--- src/wfe_pkg.sv ---
// Shared types, fixed-point constants and divisor helpers for the free Wilson eigenvalue block.
// No dependencies; wfe_lane, wfe_merge and the top level import this package.
package wfe_pkg;

	typedef struct packed {
		logic signed [15:0] mom_axis0;
		logic signed [15:0] mom_axis1;
		logic signed [15:0] mom_axis2;
		logic signed [15:0] mom_axis3;
	} in_t;

	typedef struct packed {
		logic [21:0] eig_real;
		logic [17:0] eig_imag;
	} out_t;

	localparam logic [32:0] TWO_PI_Q30  = 33'd6746518852;
	localparam logic [31:0] PI_Q30      = 32'd3373259426;
	localparam logic [30:0] HALF_PI_Q30 = 31'd1686629713;
	localparam logic [30:0] Q30_ONE     = 31'd1073741824;
	localparam logic [13:0] RED_RECIP   = 14'd10430;
	localparam logic [21:0] REAL_MAX    = 22'h3FFFFF;
	localparam logic [17:0] IMAG_MAX    = 18'd131072;
	localparam logic [15:0] WILSON_R_RST = 16'd8192;

	localparam int SERIES_TERMS = 10;
	localparam int SQ_STEPS     = 18;
	localparam int LANE_LAT     = 4 + 3 * SERIES_TERMS + 2;
	localparam int MERGE_LAT    = 3 + SQ_STEPS + 1;

	function automatic int sin_div(input int k);
		return (2 * k) * (2 * k + 1);
	endfunction

	function automatic int cos_div(input int k);
		return (2 * k - 1) * (2 * k);
	endfunction

	function automatic logic signed [15:0] mom_of(input in_t d, input int idx);
		logic signed [15:0] m;
		case (idx)
			0: m = d.mom_axis0;
			1: m = d.mom_axis1;
			2: m = d.mom_axis2;
			default: m = d.mom_axis3;
		endcase
		return m;
	endfunction

endpackage

--- src/wfe_merge.sv ---
// Merge stage: sums lane terms, scales by r with saturation, pipelined rounded square root.
// Depends on wfe_pkg.
module wfe_merge #(
	parameter int NUM_AXES = 4
) (
	input  logic          clk,
	input  logic          en,
	input  logic [15:0]   wilson_r,
	input  logic [30:0]   sin2  [NUM_AXES],
	input  logic [32:0]   rterm [NUM_AXES],
	output wfe_pkg::out_t res
);
	import wfe_pkg::*;

	logic [34:0] sr_sum;
	logic [32:0] ss_sum;
	logic [34:0] sr_s1;
	logic [32:0] ss_s1;
	logic [50:0] prod_s2;
	logic [32:0] ss_s2;
	logic [22:0] rnd;
	logic [21:0] er_s3;
	logic [35:0] v_s3;

	always_comb begin
		sr_sum = '0;
		ss_sum = '0;
		for (int i = 0; i < NUM_AXES; i++) begin
			sr_sum = sr_sum + 35'(rterm[i]);
			ss_sum = ss_sum + 33'(sin2[i]);
		end
	end

	always_ff @(posedge clk) begin
		if (en) begin
			sr_s1   <= sr_sum;
			ss_s1   <= ss_sum;
			prod_s2 <= 51'(sr_s1) * 51'(wilson_r);
			ss_s2   <= ss_s1;
		end
	end

	assign rnd = 23'((prod_s2 + 51'(1 << 27)) >> 28);

	always_ff @(posedge clk) begin
		if (en) begin
			er_s3 <= (rnd > 23'(REAL_MAX)) ? REAL_MAX : rnd[21:0];
			v_s3  <= {1'b0, ss_s2, 2'b00};
		end
	end

	logic [19:0] rem_l  [0:SQ_STEPS];
	logic [17:0] root_l [0:SQ_STEPS];
	logic [35:0] v_l    [0:SQ_STEPS];
	logic [21:0] er_l   [0:SQ_STEPS];

	assign rem_l[0]  = '0;
	assign root_l[0] = '0;
	assign v_l[0]    = v_s3;
	assign er_l[0]   = er_s3;

	for (genvar i = 0; i < SQ_STEPS; i++) begin : g_sqrt
		logic [21:0] cand;
		logic [21:0] trial;
		logic [19:0] rem_s1;
		logic [17:0] root_s1;
		logic [35:0] v_s1;
		logic [21:0] er_s1;

		assign cand  = {rem_l[i], v_l[i][35:34]};
		assign trial = {2'b00, root_l[i], 2'b01};

		always_ff @(posedge clk) begin
			if (en) begin
				if (cand >= trial) begin
					rem_s1  <= 20'(cand - trial);
					root_s1 <= {root_l[i][16:0], 1'b1};
				end else begin
					rem_s1  <= cand[19:0];
					root_s1 <= {root_l[i][16:0], 1'b0};
				end
				v_s1  <= {v_l[i][33:0], 2'b00};
				er_s1 <= er_l[i];
			end
		end

		assign rem_l[i+1]  = rem_s1;
		assign root_l[i+1] = root_s1;
		assign v_l[i+1]    = v_s1;
		assign er_l[i+1]   = er_s1;
	end

	out_t res_s;

	always_ff @(posedge clk) begin
		if (en) begin
			res_s.eig_real <= er_l[SQ_STEPS];
			res_s.eig_imag <= root_l[SQ_STEPS]
				+ 18'(20'(rem_l[SQ_STEPS]) > 20'(root_l[SQ_STEPS]));
		end
	end

	assign res = res_s;
endmodule

--- config.mk ---
export PLATFORM = sky130hd
export DESIGN_NAME = wfe_merge
export DESIGN_NICKNAME = d
export VERILOG_FILES = /design/src/wfe_pkg.sv /design/src/wfe_merge.sv
export SDC_FILE = /design/constraint.sdc
export NUM_CORES = 2
export LEC_CHECK = 0
export ABC_AREA = 1
export BUFFER_PORTS_ARGS = -buffer_cell sky130_fd_sc_hd__buf_2
export CORE_ASPECT_RATIO = 1.1
export CORE_MARGIN = 2
export CORE_UTILIZATION = 55
export CTS_CLUSTER_DIAMETER = 80
export CTS_CLUSTER_SIZE = 28
export DETAILED_ROUTE_END_ITERATION = 16
export PLACE_DENSITY = 0.73
export SYNTH_ARGS = -nofsm -noshare
export SYNTH_HDL_FRONTEND = slang
export SYNTH_SLANG_ARGS = --single-unit
--- constraint.sdc ---
create_clock -name clk -period 8.2 [get_ports clk]
set_input_delay 1.64 -clock clk [delete_from_list [all_inputs] [get_ports clk]]
set_output_delay 1.64 -clock clk [all_outputs]
set_load 0.005 [all_outputs]
## Word level (Yosys, flattened, before mapping)

Cells that the tools add are included.

- Add/sub/neg operators: 26
- $mul: 1
- Magnitude comparators: 20
- Muxes and demuxes: 36

Operators by type and width:

| kind | number |
|---|---|
| 20-bit 2-to-1 mux | 17 |
| 51-bit by 28-bit adder with 51-bit output (second input constant) | 1 |
| 35-bit by 16-bit multiplier with 51-bit output | 1 |
| 34-bit by 33-bit adder with 35-bit output | 1 |
| 35-bit by 33-bit adder with 35-bit output | 1 |
| 33-bit by 33-bit adder with 34-bit output | 1 |
| 32-bit by 31-bit adder with 33-bit output | 1 |
| 33-bit by 31-bit adder with 33-bit output | 1 |
| 31-bit by 31-bit adder with 32-bit output | 1 |
| 23-bit by 22-bit greater-than comparator with 1-bit output (second input constant) | 1 |
| 22-bit by 10-bit greater-or-equal comparator with 1-bit output | 1 |
| 22-bit by 11-bit greater-or-equal comparator with 1-bit output | 1 |
| 22-bit by 12-bit greater-or-equal comparator with 1-bit output | 1 |
| 22-bit by 13-bit greater-or-equal comparator with 1-bit output | 1 |
| 22-bit by 14-bit greater-or-equal comparator with 1-bit output | 1 |
| 22-bit by 15-bit greater-or-equal comparator with 1-bit output | 1 |
| 22-bit by 16-bit greater-or-equal comparator with 1-bit output | 1 |
| 22-bit by 17-bit greater-or-equal comparator with 1-bit output | 1 |
| 22-bit by 18-bit greater-or-equal comparator with 1-bit output | 1 |
| 22-bit by 19-bit greater-or-equal comparator with 1-bit output | 1 |
| 22-bit by 3-bit greater-or-equal comparator with 1-bit output | 1 |
| 22-bit by 4-bit greater-or-equal comparator with 1-bit output | 1 |
| 22-bit by 5-bit greater-or-equal comparator with 1-bit output | 1 |
| 22-bit by 6-bit greater-or-equal comparator with 1-bit output | 1 |
| 25 further kinds | 43 |

- Flip-flop bits (word level): 1429
- Output and inout port bits: 40

## Logic depth before layout (Yosys ltp)

- Depth after elaboration: 3
- Mapped depth: 29
- Gate-level depth less buffers: 27

## Worst setup path after synthesis

OpenSTA, ideal clock, no wires.

- Path kind: input port to flip-flop
- From: input wilson_r[6]
- To: register prod_s2[43], data pin
- Data arrival time: 6827 ps
- Required time: 7948 ps
- Path slack: 1121 ps
- Stages: 24
- Path buffers: 2
- Cells stage by stage: clkbuf_1 > clkbuf_1 > nand2_1 > fa_1 > inv_1 > fa_1 > inv_1 > fa_1 > inv_1 > fa_1 > fa_1 > inv_1 > fa_1 > inv_1 > ha_1 > nand2_1 > nor2_1 > inv_1 > nor2_1 > inv_1 > nor4_1 > nand3_1 > nand3_1 > nand2_1

- Word-level cells in the longest chain between the ends: 1

Ends and longest elaborated chain:

| what | RTL line | text |
|---|---|---|
| start, declared | wfe_merge.sv:8 | `input logic [15:0] wilson_r,` |
| 35-bit by 16-bit multiplier with 51-bit output | wfe_merge.sv:38 | `prod_s2 <= 51'(sr_s1) * 51'(wilson_r);` |
| end signal, assigned | wfe_merge.sv:38 |  |
| end, declared | wfe_merge.sv:19 | `logic [50:0] prod_s2;` |

Every way passes these cells.
A chain may end at the register's enable or synchronous reset.

## Worst setup path after layout

- From: input wilson_r[2]
- To: register prod_s2[43], data pin

The elaborated chain is that of the path after synthesis.

==> results.ini <==
[cts]
htree_levels=3
cts_hold_buf=0
post_cts_buffers=0
cts_tree=built
root_buffer=clkbuf_16
path_clk_slew_ns=0.09
numClockSinks=1384
numCtsBuffers=73
post_cts_resized=0
clk_latency_ns=0.72
cts_buffer_depth=3

[floorplan]
initial_utilization_pct=55.49
core-area_mm2=0.1501
die_h_um=412.1
die_x_um=375.0
dieArea_mm2=0.1545
rows=149
pin_count=314

[cells_and_area]
final_nets=9394
syn2layout_area_growth_pct=7.362
drive_above_1_share_pct=6.862

[outcome]
status=completed

[critical_path]
path_cells=buf_2 > nand2_1 > fa_1 > fa_1 > fa_1 > inv_1 > fa_1 > fa_1 > inv_1 > fa_1 > inv_1 > ha_1 > nand2_1 > nor2_1 > inv_1 > nor2_1 > inv_1 > nor3_1 > nand3_1 > nand3_1 > nand2_1
slowest_stage=buf_2
end_kind=flop
cp_common_cell=fa_1
cp_max_fo=35
slowest_delay_ns=0.66
reg2reg_depth=20
cp-start-kind=input pin
worstSetupPathType=in2reg
required_ns=8.67
arrival_ns=7.65

[yosys]
syn_avg_cell_area_um2=10.56
syn_inst=7888
yosys_warnings=0
ys_seq_elements=1384
ys_seq_area_share_pct=49.91
synth.distinct_cells=54
synthesis.nets=9143
syn_area_mm2=0.08328

[drt]
drt_iter0_markers=4165
wl_per_cell_um=17.93
drt_pass1_iterations=6
drc=0
ant_nets=0
totalWireLength_mm=181.8
viasPerCell=5.330
vias=54051

[sta]
rsz0062_at_grt=no
clock.fmax_mhz=139.4
post-route-period-util_pct=87.49
skew_ns=0.02912
tightest_slew_ns=1.158
max-slew-margin-rel_pct=22.83
tns_ns=0
setup_viol=0
slew_violations=0
fin_crit_ns=7.174
hold_viol=0

[global_route]
grt_overflow_total=0
grt_usage_pct=23.79
antenna_found_initial=1
grt_pass1_vias=54950
grt_pass1_wl_mm=288.9
grt_max_degree=214

[flow_run]
drv_cap=0

[placed_design]
dp_hpwl_mm=141.3
gp_congestion=0.9247
portBuffers=313

[worst_hold_path]
hold_depth=0
holdCritPathClass=reg2reg

## logic make-up after synthesis
family	count (synthesis)	share of synthesized area, %
xor gates and xnor gates	303	3.187
other	1	0.004503
AOI/OAI and AO/OA	918	6.078
buffers and inverters	1576	7.255
and+or+nand+nor	2725	13.53
adders and majority gates	981	20.04
DFF	1384	49.91
## registers in the layout, summed over array words and instances, names as in the netlist
| register | count |
|---|---|
| g_sqrt.v_s1 | 272 |
| g_sqrt.er_s1 | 396 |
| v_s3 | 33 |
| sr_s1 | 35 |
| er_s3 | 22 |
| prod_s2 | 24 |
| ss_s2 | 33 |
| res | 40 |
| ss_s1 | 33 |
| g_sqrt.root_s1 | 171 |
| g_sqrt.rem_s1 | 325 |
## worst paths after layout
| kind | from | end | slack (ns) |
|---|---|---|---|
| min reg2reg | ss_s1[5] | ss_s2[5] | 0.41 |
| max | wilson_r[2] | prod_s2[43] | 1.03 |
| min | ss_s1[5] | ss_s2[5] | 0.41 |
| max reg2reg | sr_s1[21] | prod_s2[47] | 1.57 |
## layout make-up
type	count	area (µm²)
Timing Repair Buffer	345	1947
Inverter	1407	5281
Fill cell	12435	60670
Clock inverter	36	626.9
Multi-Input combinational cell	4928	35670
Tap cell	1963	2456
Clock buffer	76	1859
Antenna cell	1	2.502
Sequential cell	1384	41560
## placed cells by master, fill, tap and decap left out, drive strengths merged, types with 17 or more instances in the layout
cell type	netlist	routed
xor2	189	189
fa	588	588
nand2	1704	1704
a21oi	384	384
nand3	250	250
buf	37	345
a21o	27	27
o21a	17	17
o21ai	393	393
edfxtp	1384	1384
o21bai	29	29
nor2	511	511
nor3	79	79
inv	1406	1423
xnor2	114	114
a21boi	21	21
or2	33	33
nand4	76	76
nor4	29	29
ha	393	393
a31oi	19	19
clkbuf	132	76
nand3b	27	27
## worst max-delay path: cells and delay by family
kind,cells,cell delay [ns]
fa+ha+maj,7,3.50
buf+inv,6,1.02
simple gates,8,1.43
## routing by layer
layer / vias up / track usage (%) / share of wire, %
met1: 26010 / 31.75 / 43
met3: 318 / 3.148 / 5.6
met2: 1615 / 40.50 / 48
li1: 26108 / - / -
met4: 0 / 7.821 / 3.3
met5: - / 0 / 0
## synthesized netlist by cell type (all sizes together)
library cell,instances,area share (%)
ha,393,5.9
and2,3,0.023
xor2,189,2.0
and3,5,0.038
edfxtp,1384,50
a211oi,3,0.027
o2111ai,3,0.032
nand3,250,1.5
nor2,511,2.3
nor3,79,0.49
conb,1,0.0045
nand4,76,0.57
inv,1406,6.3
a31o,1,0.011
a21boi,21,0.21
o22ai,1,0.0075
clkinv,1,0.0045
o211ai,15,0.14
fa,588,14
nand2b,2,0.015
a21oi,384,2.3
nor4b,1,0.011
a21o,27,0.24
o31ai,2,0.018
buf,37,0.32
or2,33,0.25
o21a,17,0.15
o21bai,29,0.26
nand2,1704,7.7
o21ai,393,2.5
nor4,29,0.24
o221ai,1,0.011
a31oi,19,0.14
nand3b,27,0.26
o211a,2,0.024
xnor2,114,1.2
nor3b,5,0.051
clkbuf,132,0.59
## per-stage QoR
| step | hold slack, ns | worst slack [ns] | std cells | utilization [%] | instance area [µm²] |
|---|---|---|---|---|---|
| after global routing | 0.4059 | 0.7324 | 10139 | 59.57 | 89400 |
| after CTS | 0.4031 | 1.078 | 10139 | 59.57 | 89400 |
| after global placement | 0.4003 | 0.3252 | 10027 | 57.92 | 86920 |
| final | 0.4083 | 1.026 | 10140 | 59.57 | 89410 |
| after floorplan | 0.4003 | 1.121 | 7888 | - | 83280 |
| after detailed placement | 0.4045 | 0.2841 | 10027 | 57.92 | 86920 |
Power is not shown: default switching activity piles up to over one toggle a cycle in this logic, so the estimate is an artifact.
